<file path="config.mk">
export PLATFORM = sky130hd
export DESIGN_NAME = banker_safe_allocation
export DESIGN_NICKNAME = d
export VERILOG_FILES = /design/src/bsa_pkg.sv /design/src/banker_safe_allocation.sv /design/src/bsa_ram.sv
export SDC_FILE = /design/constraint.sdc
export NUM_CORES = 2
export LEC_CHECK = 0
export ABC_CLOCK_PERIOD_IN_PS = 14650
export BUFFER_PORTS_ARGS = -buffer_cell sky130_fd_sc_hd__clkbuf_2
export CORE_AREA = 5 5 330 332
export DETAILED_ROUTE_END_ITERATION = 10
export DIE_AREA = 0 0 335 337
export PLACE_DENSITY = 0.64
export SLEW_MARGIN = 10
export SYNTH_ARGS = -nofsm -noshare
export SYNTH_HDL_FRONTEND = slang
export SYNTH_SLANG_ARGS = --single-unit
</file>
<file path="constraint.sdc">
create_clock -name clk -period 14.65 [get_ports clk]
set_input_delay 2.93 -clock clk [delete_from_list [all_inputs] [get_ports clk]]
set_output_delay 2.93 -clock clk [all_outputs]
set_load 0.01 [all_outputs]
</file>
<file path="src/bsa_pkg.sv">
// Package for the banker safe-allocation block: sizes, command and status codes.
// No dependencies.
`default_nettype none
package bsa_pkg;
    localparam int PROCESSES  = 8;
    localparam int RESOURCES  = 4;
    localparam int COUNT_BITS = 8;
    localparam int PW = 3;  // process field width
    localparam int RW = 2;  // resource field width
    localparam int WORK_BITS = COUNT_BITS + 3;
    localparam int ROW_BITS = RESOURCES * COUNT_BITS;
    localparam int PIDX = (PROCESSES > 1) ? $clog2(PROCESSES) : 1;
    localparam int RIDX = (RESOURCES > 1) ? $clog2(RESOURCES) : 1;

    typedef enum logic [1:0] {
        CMD_AVAIL = 2'd0,
        CMD_MAX   = 2'd1,
        CMD_ALLOC = 2'd2,
        CMD_REQ   = 2'd3
    } cmd_t;

    typedef enum logic [1:0] {
        ST_GRANT  = 2'd0,
        ST_REFUSE = 2'd1,
        ST_UNSAFE = 2'd2
    } status_t;
endpackage
`default_nettype wire

</file>
<file path="src/banker_safe_allocation.sv">
// Top level of the banker safe-allocation block: stream ports, sequencer and row memories.
// Depends on bsa_pkg and bsa_ram.
//
//  channel | dir | tdata fields (low bit up)                  | tuser | tlast
//  s_axis  | in  | command[1:0] process[4:2] resource[6:5]     | -     | last
//          |     | amount[14:7], pad to 16                    |       |
//  m_axis  | out | status[1:0] requester[4:2], pad to 8       | -     | -
//
// Availability beats and request beats without tlast are taken in the idle state;
// maximum and allocation beats read the row, modify it and write it back. After
// the last request element is taken, the process row is read and the request
// applied or refused; a checked request then runs the safety sweep, which reads
// one process row at a time from the need and allocation memories (S_SF_RD,
// S_SF_CHK); a rollback passes through S_RB. Reset clears availability and all
// rows of the tables through valid bits, per process row. A result waits in the
// output register and holds off every input beat until it is taken.
`default_nettype none
module banker_safe_allocation (
    input  wire logic        clk,
    input  wire logic        rst_n,
    input  wire logic        s_axis_tvalid,
    output logic             s_axis_tready,
    input  wire logic [15:0] s_axis_tdata,  // command, process, resource, amount
    input  wire logic        s_axis_tlast,  // last
    output logic             m_axis_tvalid,
    input  wire logic        m_axis_tready,
    output logic      [7:0]  m_axis_tdata   // status, requester
);
    import bsa_pkg::*;

    typedef enum logic [3:0] {
        S_IDLE, S_LD_RD, S_LD_WR, S_RQ_RD, S_RQ_CHK, S_APPLY, S_SF_INIT,
        S_SF_RD, S_SF_CHK, S_SF_END, S_RB, S_OUT
    } state_t;

    state_t state_reg;

    // latched beat
    logic [1:0]            cmd_reg;
    logic [PW-1:0]         proc_reg;
    logic [RW-1:0]         res_reg;
    logic [COUNT_BITS-1:0] amt_reg;

    logic [COUNT_BITS-1:0] avail_reg [RESOURCES];
    logic [COUNT_BITS-1:0] rq_reg    [RESOURCES];
    logic [WORK_BITS-1:0]  work_reg  [RESOURCES];
    logic [PROCESSES-1:0]  fin_reg;
    logic [PROCESSES-1:0]  rowv_reg;   // row written since reset
    logic [PIDX-1:0]       scan_reg;   // process read during sweep
    logic                  found_reg;  // cleared at sweep start, never set
    logic                  safe_reg;
    logic [1:0]            status_reg;

    // row memories: one row per process, all resources packed
    logic                ram_we;
    logic [PIDX-1:0]     ram_waddr, ram_raddr;
    logic [ROW_BITS-1:0] max_wd, alloc_wd, need_wd;
    logic [ROW_BITS-1:0] max_rd, alloc_rd, need_rd;
    logic [ROW_BITS-1:0] max_q, alloc_q, need_q;

    bsa_ram #(.WIDTH(ROW_BITS), .DEPTH(PROCESSES)) u_max (
        .clk(clk), .we(ram_we), .waddr(ram_waddr), .wdata(max_wd),
        .raddr(ram_raddr), .rdata(max_rd));
    bsa_ram #(.WIDTH(ROW_BITS), .DEPTH(PROCESSES)) u_alloc (
        .clk(clk), .we(ram_we), .waddr(ram_waddr), .wdata(alloc_wd),
        .raddr(ram_raddr), .rdata(alloc_rd));
    bsa_ram #(.WIDTH(ROW_BITS), .DEPTH(PROCESSES)) u_need (
        .clk(clk), .we(ram_we), .waddr(ram_waddr), .wdata(need_wd),
        .raddr(ram_raddr), .rdata(need_rd));

    // rows never written read as zero; valid bit sampled with the address
    logic rowv_q;
    assign max_q   = rowv_q ? max_rd   : '0;
    assign alloc_q = rowv_q ? alloc_rd : '0;
    assign need_q  = rowv_q ? need_rd  : '0;

    logic [PIDX-1:0] proc_idx;
    assign proc_idx = PIDX'(proc_reg);
    logic p_ok, r_ok;
    assign p_ok = ({1'b0, proc_reg} < (PW+1)'(PROCESSES));
    assign r_ok = ({1'b0, res_reg} < (RW+1)'(RESOURCES));

    logic accept;
    assign s_axis_tready = (state_reg == S_IDLE);
    assign accept = s_axis_tvalid && s_axis_tready;
    assign m_axis_tvalid = (state_reg == S_OUT);
    assign m_axis_tdata = {3'b000, proc_reg, status_reg};

    // row combinational views
    logic [ROW_BITS-1:0] ld_max, ld_alloc, ld_need;
    logic [ROW_BITS-1:0] ap_alloc, ap_need, rb_alloc, rb_need;
    logic refuse, fits;
    always_comb
    begin
        ld_max = max_q;
        ld_alloc = alloc_q;
        ld_need = need_q;
        ap_alloc = alloc_q;
        ap_need = need_q;
        rb_alloc = alloc_q;
        rb_need = need_q;
        refuse = !p_ok;
        fits = !fin_reg[scan_reg];
        for (int r = 0; r < RESOURCES; r++)
        begin
            logic [COUNT_BITS-1:0] m, a, n;
            m = max_q[r*COUNT_BITS +: COUNT_BITS];
            a = alloc_q[r*COUNT_BITS +: COUNT_BITS];
            n = need_q[r*COUNT_BITS +: COUNT_BITS];
            if (RIDX'(r) == RIDX'(res_reg))
            begin
                if (cmd_reg == CMD_MAX) m = amt_reg;
                else a = amt_reg;
            end
            ld_max[r*COUNT_BITS +: COUNT_BITS] = m;
            ld_alloc[r*COUNT_BITS +: COUNT_BITS] = a;
            ld_need[r*COUNT_BITS +: COUNT_BITS] = (m > a) ? m - a : '0;
            if (rq_reg[r] > n || rq_reg[r] > avail_reg[r]) refuse = 1'b1;
            ap_alloc[r*COUNT_BITS +: COUNT_BITS] =
                alloc_q[r*COUNT_BITS +: COUNT_BITS] + rq_reg[r];
            ap_need[r*COUNT_BITS +: COUNT_BITS] = n - rq_reg[r];
            rb_alloc[r*COUNT_BITS +: COUNT_BITS] =
                alloc_q[r*COUNT_BITS +: COUNT_BITS] - rq_reg[r];
            rb_need[r*COUNT_BITS +: COUNT_BITS] = n + rq_reg[r];
            if (WORK_BITS'(n) > work_reg[r]) fits = 1'b0;
        end
    end

    always_comb
    begin
        ram_we = 1'b0;
        ram_waddr = proc_idx;
        ram_raddr = proc_idx;
        max_wd = max_q;
        alloc_wd = alloc_q;
        need_wd = need_q;
        unique case (state_reg)
            S_LD_WR:
            begin
                ram_we = 1'b1;
                max_wd = ld_max;
                alloc_wd = ld_alloc;
                need_wd = ld_need;
            end
            S_APPLY:
            begin
                ram_we = !refuse;
                alloc_wd = ap_alloc;
                need_wd = ap_need;
            end
            S_RB:
            begin
                ram_we = 1'b1;
                alloc_wd = rb_alloc;
                need_wd = rb_need;
            end
            S_SF_INIT, S_SF_RD, S_SF_CHK: ram_raddr = scan_reg;
            default: ;
        endcase
    end

    always_ff @(posedge clk or negedge rst_n)
    begin
        if (!rst_n)
        begin
            state_reg <= S_IDLE;
            rowv_reg <= '0;
            rowv_q <= 1'b0;
            fin_reg <= '0;
            scan_reg <= '0;
            found_reg <= 1'b0;
            safe_reg <= 1'b0;
            status_reg <= ST_GRANT;
            cmd_reg <= '0;
            proc_reg <= '0;
            res_reg <= '0;
            amt_reg <= '0;
            for (int r = 0; r < RESOURCES; r++)
            begin
                avail_reg[r] <= '0;
                rq_reg[r] <= '0;
                work_reg[r] <= '0;
            end
        end
        else
        begin
            rowv_q <= rowv_reg[ram_raddr];
            if (ram_we) rowv_reg[ram_waddr] <= 1'b1;
            unique case (state_reg)
                S_IDLE:
                begin
                    if (accept)
                    begin
                        cmd_reg <= s_axis_tdata[1:0];
                        proc_reg <= s_axis_tdata[4:2];
                        res_reg <= s_axis_tdata[6:5];
                        amt_reg <= COUNT_BITS'(s_axis_tdata[14:7]);
                        unique case (s_axis_tdata[1:0])
                            CMD_AVAIL:
                            begin
                                if ({1'b0, s_axis_tdata[6:5]} < (RW+1)'(RESOURCES))
                                    avail_reg[RIDX'(s_axis_tdata[6:5])] <=
                                        COUNT_BITS'(s_axis_tdata[14:7]);
                            end
                            CMD_REQ:
                            begin
                                if ({1'b0, s_axis_tdata[6:5]} < (RW+1)'(RESOURCES))
                                    rq_reg[RIDX'(s_axis_tdata[6:5])] <=
                                        COUNT_BITS'(s_axis_tdata[14:7]);
                                if (s_axis_tlast) state_reg <= S_RQ_RD;
                            end
                            default: state_reg <= S_LD_RD;
                        endcase
                    end
                end
                S_LD_RD: state_reg <= (p_ok && r_ok) ? S_LD_WR : S_IDLE;
                S_LD_WR: state_reg <= S_IDLE;
                S_RQ_RD: state_reg <= S_RQ_CHK;
                S_RQ_CHK: state_reg <= S_APPLY;
                S_APPLY:
                begin
                    if (refuse)
                    begin
                        status_reg <= ST_REFUSE;
                        state_reg <= S_OUT;
                    end
                    else
                    begin
                        for (int r = 0; r < RESOURCES; r++)
                            avail_reg[r] <= avail_reg[r] - rq_reg[r];
                        state_reg <= S_SF_INIT;
                    end
                end
                S_SF_INIT:
                begin
                    for (int r = 0; r < RESOURCES; r++)
                        work_reg[r] <= WORK_BITS'(avail_reg[r]);
                    fin_reg <= '0;
                    scan_reg <= '0;
                    found_reg <= 1'b0;
                    state_reg <= S_SF_RD;
                end
                S_SF_RD: state_reg <= S_SF_CHK;   // read latency
                S_SF_CHK:
                begin
                    if (fits)
                    begin
                        // lowest fitting process of this round finishes
                        fin_reg[scan_reg] <= 1'b1;
                        for (int r = 0; r < RESOURCES; r++)
                        begin
                            logic [WORK_BITS:0] s;
                            s = {1'b0, work_reg[r]} +
                                (WORK_BITS+1)'(alloc_q[r*COUNT_BITS +: COUNT_BITS]);
                            work_reg[r] <= s[WORK_BITS] ? '1 : s[WORK_BITS-1:0];
                        end
                        scan_reg <= '0;
                        state_reg <= S_SF_RD;
                    end
                    else if (scan_reg == PIDX'(PROCESSES-1))
                        state_reg <= S_SF_END;
                    else
                    begin
                        scan_reg <= scan_reg + 1'b1;
                        state_reg <= S_SF_RD;
                    end
                end
                S_SF_END:
                begin
                    if (&fin_reg)
                    begin
                        status_reg <= ST_GRANT;
                        state_reg <= S_OUT;
                    end
                    else
                    begin
                        for (int r = 0; r < RESOURCES; r++)
                            avail_reg[r] <= avail_reg[r] + rq_reg[r];
                        state_reg <= S_RB;
                    end
                end
                S_RB:
                begin
                    status_reg <= ST_UNSAFE;
                    state_reg <= S_OUT;
                end
                S_OUT:
                begin
                    if (m_axis_tready)
                    begin
                        for (int r = 0; r < RESOURCES; r++) rq_reg[r] <= '0;
                        state_reg <= S_IDLE;
                    end
                end
                default: state_reg <= S_IDLE;
            endcase
        end
    end
endmodule
`default_nettype wire

</file>
<file path="src/bsa_ram.sv">
// Generic single-port-write, single-read RAM with registered read data.
// No dependencies.
`default_nettype none
module bsa_ram #(
    parameter int WIDTH = 8,
    parameter int DEPTH = 8
) (
    input  wire logic                     clk,
    input  wire logic                     we,
    input  wire logic [$clog2(DEPTH)-1:0] waddr,
    input  wire logic [WIDTH-1:0]         wdata,
    input  wire logic [$clog2(DEPTH)-1:0] raddr,
    output logic      [WIDTH-1:0]         rdata
);
    logic [WIDTH-1:0] mem [DEPTH];

    always_ff @(posedge clk)
    begin
        if (we)
        begin
            mem[waddr] <= wdata;
        end
        rdata <= mem[raddr];
    end
endmodule
`default_nettype wire

</file>
# Yosys cells after proc, flatten, opt, wreduce, memory -nomap -nowiden

Memories as Yosys holds them, arrays and structs flattened. A register that Yosys moved wholly into a read port is not among the register bits.
Cells that the tools add are included.

Memories: 3
Logic and storage cells: 222
Register bits: 149
RAM bits: 768
Output and inout port bits: 10

Memories:

| memory      | depth | bits a word | rd ports | clocked after memory_dff | wr ports | RTL line      | text |
|---|---|---|---|---|---|---|---|
| u_alloc.mem | 8     | 32          | 1        | 1                        | 1        | bsa_ram.sv:15 | `logic [WIDTH-1:0] mem [DEPTH];` |
| u_max.mem   | 8     | 32          | 1        | 1                        | 1        | bsa_ram.sv:15 |  |
| u_need.mem  | 8     | 32          | 1        | 1                        | 1        | bsa_ram.sv:15 |  |

Order comparisons: 23
Muxes and demuxes: 82
Bitwise logic cells: 3
$add $sub $neg: 33
Reductions and logical operators: 27
Equal/unequal tests: 29

Operator list:

| operator           | number |
|---|---|
| $mux 32            | 11 |
| $pmux 32 s3        | 3 |
| $mux 8             | 22 |
| $sub 8x8->8        | 16 |
| $add 8x8->8        | 12 |
| $gt 8x8->1         | 12 |
| $pmux 44 s2        | 1 |
| $bwmux 32          | 2 |
| $pmux 32 s2        | 1 |
| $add 11x8->12      | 4 |
| $gt 8x11->1        | 4 |
| $mux 11            | 4 |
| $mux 44            | 1 |
| $pmux 4 s11        | 1 |
| $mux 4             | 6 |
| $demux 8 s2        | 1 |
| $eq 4x3->1 const B | 4 |
| $eq 4x4->1 const B | 4 |
| $or 8x8->8         | 2 |
| $pmux 8 s2         | 1 |
| $mux 1             | 15 |
| $lt 3x4->1 const B | 3 |
| $ne 2x2->1 const B | 6 |
| $mux 3             | 3 |
| 35 further kinds   | 58 |

# Depth between registers and ports, before layout

Depth after elaboration: 11
Mapped depth: 16
Gate-level depth less buffers: 14

# Modules after synthesis

Synthesis repeated with hierarchy kept, for this count alone.

Cell total of the unflattened synthesis: 3,846
Area total of the unflattened synthesis: 51,326.7 µm²

Modules (own cells, without submodules):

| module                 | cells an instance | instances | area an instance (µm²) |
|---|---|---|---|
| bsa_ram                | 415               | 3         | 10,466.3 |
| banker_safe_allocation | 2,601             | 1         | 19,927.9 |

# Worst setup path before layout

Ideal clock, no wire load.

Path kind: reg2reg
Start point: reg rowv_q
End point: mem u_alloc.mem[4][0] in the netlist's numbering, enable pin
Setup slack: 8,505 ps
Arrival time: 5,679 ps
Stages on the path, launching flop included: 17
Period minus slack after synthesis: 6,145 ps
Buffers on the path: 5
Required time: 14,184 ps
Library setup time: 466 ps
Cells stage by stage: dfrtp_1 > clkbuf_1 > clkbuf_1 > clkbuf_1 > clkbuf_1 > nand2_1 > ha_1 > inv_1 > fa_1 > nand3_1 > nand2_1 > o21ai_0 > or3_4 > or2_4 > o31ai_4 > buf_6 > and3_1

Longest elaborated chain between the ends: 11

RTL lines:

| element                        | RTL line                      | text |
|---|---|---|
| from (decl)                    | banker_safe_allocation.sv:72  | `logic rowv_q;` |
| from (signal assigned)         | banker_safe_allocation.sv:187 | `rowv_q <= rowv_reg[ram_raddr];` |
| $mux 32 *                      | banker_safe_allocation.sv:75  | `assign need_q = rowv_q ? need_rd : '0;` |
| $gt 8x8->1                     | banker_safe_allocation.sv:118 | `if (rq_reg[r] > n \|\| rq_reg[r] > avail_reg[r]) refuse = 1'b1;` |
| $logic_or 1x1->1               | banker_safe_allocation.sv:118 |  |
| $mux 1 (3 in a row)            | banker_safe_allocation.sv:118 |  |
| $mux 1 *                       | banker_safe_allocation.sv:118 |  |
| $logic_not 1->1 *              | banker_safe_allocation.sv:147 | `ram_we = !refuse;` |
| $pmux 1 s2 *                   | banker_safe_allocation.sv:137 | `unique case (state_reg)` |
| $mux 1 *                       | bsa_ram.sv:19                 | `if (we)` |
| $mux 1 (implied by the code) * | bsa_ram.sv:21                 | `mem[waddr] <= wdata;` |
| to (decl)                      | bsa_ram.sv:15                 |  |

Every way passes the cells marked *; elsewhere a longest branch is shown, timed or not.

# Final worst setup path

Start point: reg rowv_q
End point: mem u_max.mem[7][21] in the netlist's numbering, enable pin

Longest elaborated chain between the ends: 11

RTL lines:

| element                        | RTL line |
|---|---|
| $mux 32 *                      | banker_safe_allocation.sv:75 |
| $gt 8x8->1                     | banker_safe_allocation.sv:118 |
| $logic_or 1x1->1               | banker_safe_allocation.sv:118 |
| $mux 1 (3 in a row)            | banker_safe_allocation.sv:118 |
| $mux 1 *                       | banker_safe_allocation.sv:118 |
| $logic_not 1->1 *              | banker_safe_allocation.sv:147 |
| $pmux 1 s2 *                   | banker_safe_allocation.sv:137 |
| $mux 1 *                       | bsa_ram.sv:19 |
| $mux 1 (implied by the code) * | bsa_ram.sv:21 |
| to (decl)                      | bsa_ram.sv:15 |

Marks and branches as above.

==> out/metrics.cfg <==
[finish]
nNetsFinal = 4719
area_growth_syn_to_layout_pct = 9.753
final_cells = 5921
layout-drive-gt1-share_pct = 12.13
fin_util_pct = 54.04
top_regs = u_alloc.mem (256), u_max.mem (256), u_need.mem (256)

[flow_run]
maxCapViolCount = 0

[placement]
dp.cells = 5715
io_buffers = 26
hpwl_mm = 87.55
globalplace.congestion = 0.9394

[cts]
cts_htree_levels = 3
cts_tree = built
root_buffer = clkbuf_16
clkTransAtPathRegs_ns = 0.06
clock_latency_ns = 0.73
cts_hold_buf = 0
clock_path_buffers = 3
cts_resized = 0
cts_buffers = 107
cts_sinks = 1013
postCtsSetupRepairBufs = 0

[worst_hold_path]
hp-class = flip-flop to flip-flop

[route]
via_per_inst = 6.010
drc = 0
num_vias = 35590
ant_nets = 0
drt_iter0_markers = 2935
drt_wl_total_mm = 139.0
wire_per_inst_um = 23.47
drt_first_pass_iters = 8

[critical_path]
arrival_ns = 6.93
worstPathRequired_ns = 14.95
path_max_fanout = 53
end_kind = flip-flop
start_kind = flip-flop
critPathKind = flip-flop to flip-flop

[timing]
worst_pin_slew_ns = 1.221
fin_setup_tns_ns = 0
drv_slew = 0
rsz0062_at_grt = no
relSlewSlack_pct = 18.61
setup_violations = 0
period_share_pct = 45.24
fin_hold_ws_ns = 0.4663
fmax_ghz = 0.1509
hold_violations = 0
finClkSkew_ns = 0.06664
period_minus_slack_ns = 6.627

[logic_synthesis]
ys_seq_elements = 1013
ys_warn_count = 0
synth_area_sq_um = 52190
ys_seq_area_share_pct = 55.02
synth-edff-count = 768
synthArstFlopShare_pct = 14.71
synth_cell_types = 93
syn_avg_cell_area_sq_um = 11.69
ys.flop_type = edfxtp_1
synth_cells = 4464

[global_routing]
met2_usage_pct = 38.05
grt_use_met3_pct = 3.046
grt_max_degree = 139
gr-usage-all-layers_pct = 24.24
grtUsageMet1_pct = 34.84
grt_antenna_before_repair = 3
grt.busiest_layer = met2
grt_pass1_wl_mm = 210.6
grt-ovfl-total = 0
grt_pass1_vias = 34160

[floorplan]
die_width_um = 335
core-area_sq_um = 106000
start_util_pct = 49.24
fp.dieH_um = 337
rows = 120
die_area_sq_um = 112900
ios = 31

[outcome]
status = finished clean

cell families (layout without fill, tap and decap cells):
| family | after synthesis | in the layout | share of synthesized area [%] |
|---|---|---|---|
| compound gates | 1148 | 1148 | 13.95 |
| xor+xnor | 113 | 113 | 1.896 |
| fa+ha+maj | 278 | 278 | 7.063 |
| buf+inv | 408 | 458 | 3.193 |
| flops | 1013 | 1013 | 55.02 |
| mux | 481 | 481 | 9.856 |
| other cells | 1 | 5 | 0.007185 |
| simple gates | 1022 | 1022 | 9.017 |
cells in the final DEF (no fill, tap or decap), drive strengths merged, types with 23 or more instances in the layout:
cell type  netlist  layout
a211oi          32      32
a21o            39      39
a21oi          161     161
a31oi           46      46
and2            62      62
buf             83      64
clkbuf         160     185
clkinv           0      26
dfrtp          149     149
dfxtp           96      96
edfxtp         768     768
fa              28      28
ha             249     249
inv            165     170
mux2           243     243
mux2i          236     236
nand2          480     480
nand2b          45      45
nand3           44      44
nor2           172     172
nor2b           48      48
nor3            69      69
o211ai         113     113
o21a            36      36
o21ai          461     461
o221ai          32      32
o22ai           27      27
o31ai           28      28
xnor2           90      90
xor2            23      23
stage by stage:
| stage | area (sq um) | setup WS [ns] |
|---|---|---|
| detailed placement | 53650 | 8.021 |
| finish | 57280 | 8.023 |
| global placement | 53650 | 8.043 |
| floorplan | 52200 | 8.505 |
| global route | 57270 | 7.762 |
| CTS | 57270 | 7.983 |
final timing paths:
path / from / endpoint / slack [ns] / cells after the start
min in group asynchronous: rst_n / rowv_reg[4] / 2.31 / 1
worst min-delay path: rowv_reg[5] / rowv_reg[5] / 0.47 / 1
worst max-delay path: rowv_q / u_max.mem[7][21] / 8.02 / 14
worst max register to register: rowv_q / u_max.mem[7][21] / 8.02 / 14
max in group asynchronous: rst_n / work_reg[12] / 10.86 / 2
worst min register to register: rowv_reg[5] / rowv_reg[5] / 0.47 / 1
per-layer routing:
metal | up-vias | routed length, um | part of all wire [%]
li1 | 16530 | - | -
met1 | 17620 | 61910 | 45
met2 | 1187 | 62610 | 45
met3 | 245 | 9318 | 6.7
met4 | 2 | 5120 | 3.7
met5 | - | 13 | 0.0094
layout make-up:
cell class,instances,area [sq um]
clock inverters,44,595.6
multi-input cells,3045,21940
fillers,9017,48720
diodes,2,5.005
inverters,165,619.3
flip-flops and latches,1013,28720
clock buffers,160,3027
repair buffers,89,621.8
well taps,1403,1755
worst max-delay path, stage by stage (launching register included):
cell      delay (ns)
dfrtp_4         0.65
buf_4           0.60
nand2_1         0.27
ha_1            0.27
inv_1           0.08
fa_1            0.25
a211oi_1        0.11
o21bai_1        0.24
o41a_1          0.19
nand4_1         0.32
or2_4           0.40
o31ai_4         0.68
and4_4          0.60
buf_4           0.62
buf_4           0.81
cell usage after synthesis, drive strengths merged (69+ instances only):
library cell / instances / area, sq um
a21oi: 161 / 809.5
buf: 83 / 444.2
clkbuf: 160 / 603.1
dfrtp: 149 / 3729
dfxtp: 96 / 1922
edfxtp: 768 / 23060
ha: 249 / 3115
inv: 165 / 619.3
mux2: 243 / 2736
mux2i: 236 / 2362
nand2: 480 / 1809
nor2: 172 / 645.6
nor3: 69 / 350.3
o211ai: 113 / 848.3
o21ai: 461 / 2311
xnor2: 90 / 788.3
Power is not shown: default switching activity piles up to over one toggle a cycle in this logic, so the estimate is an artifact.
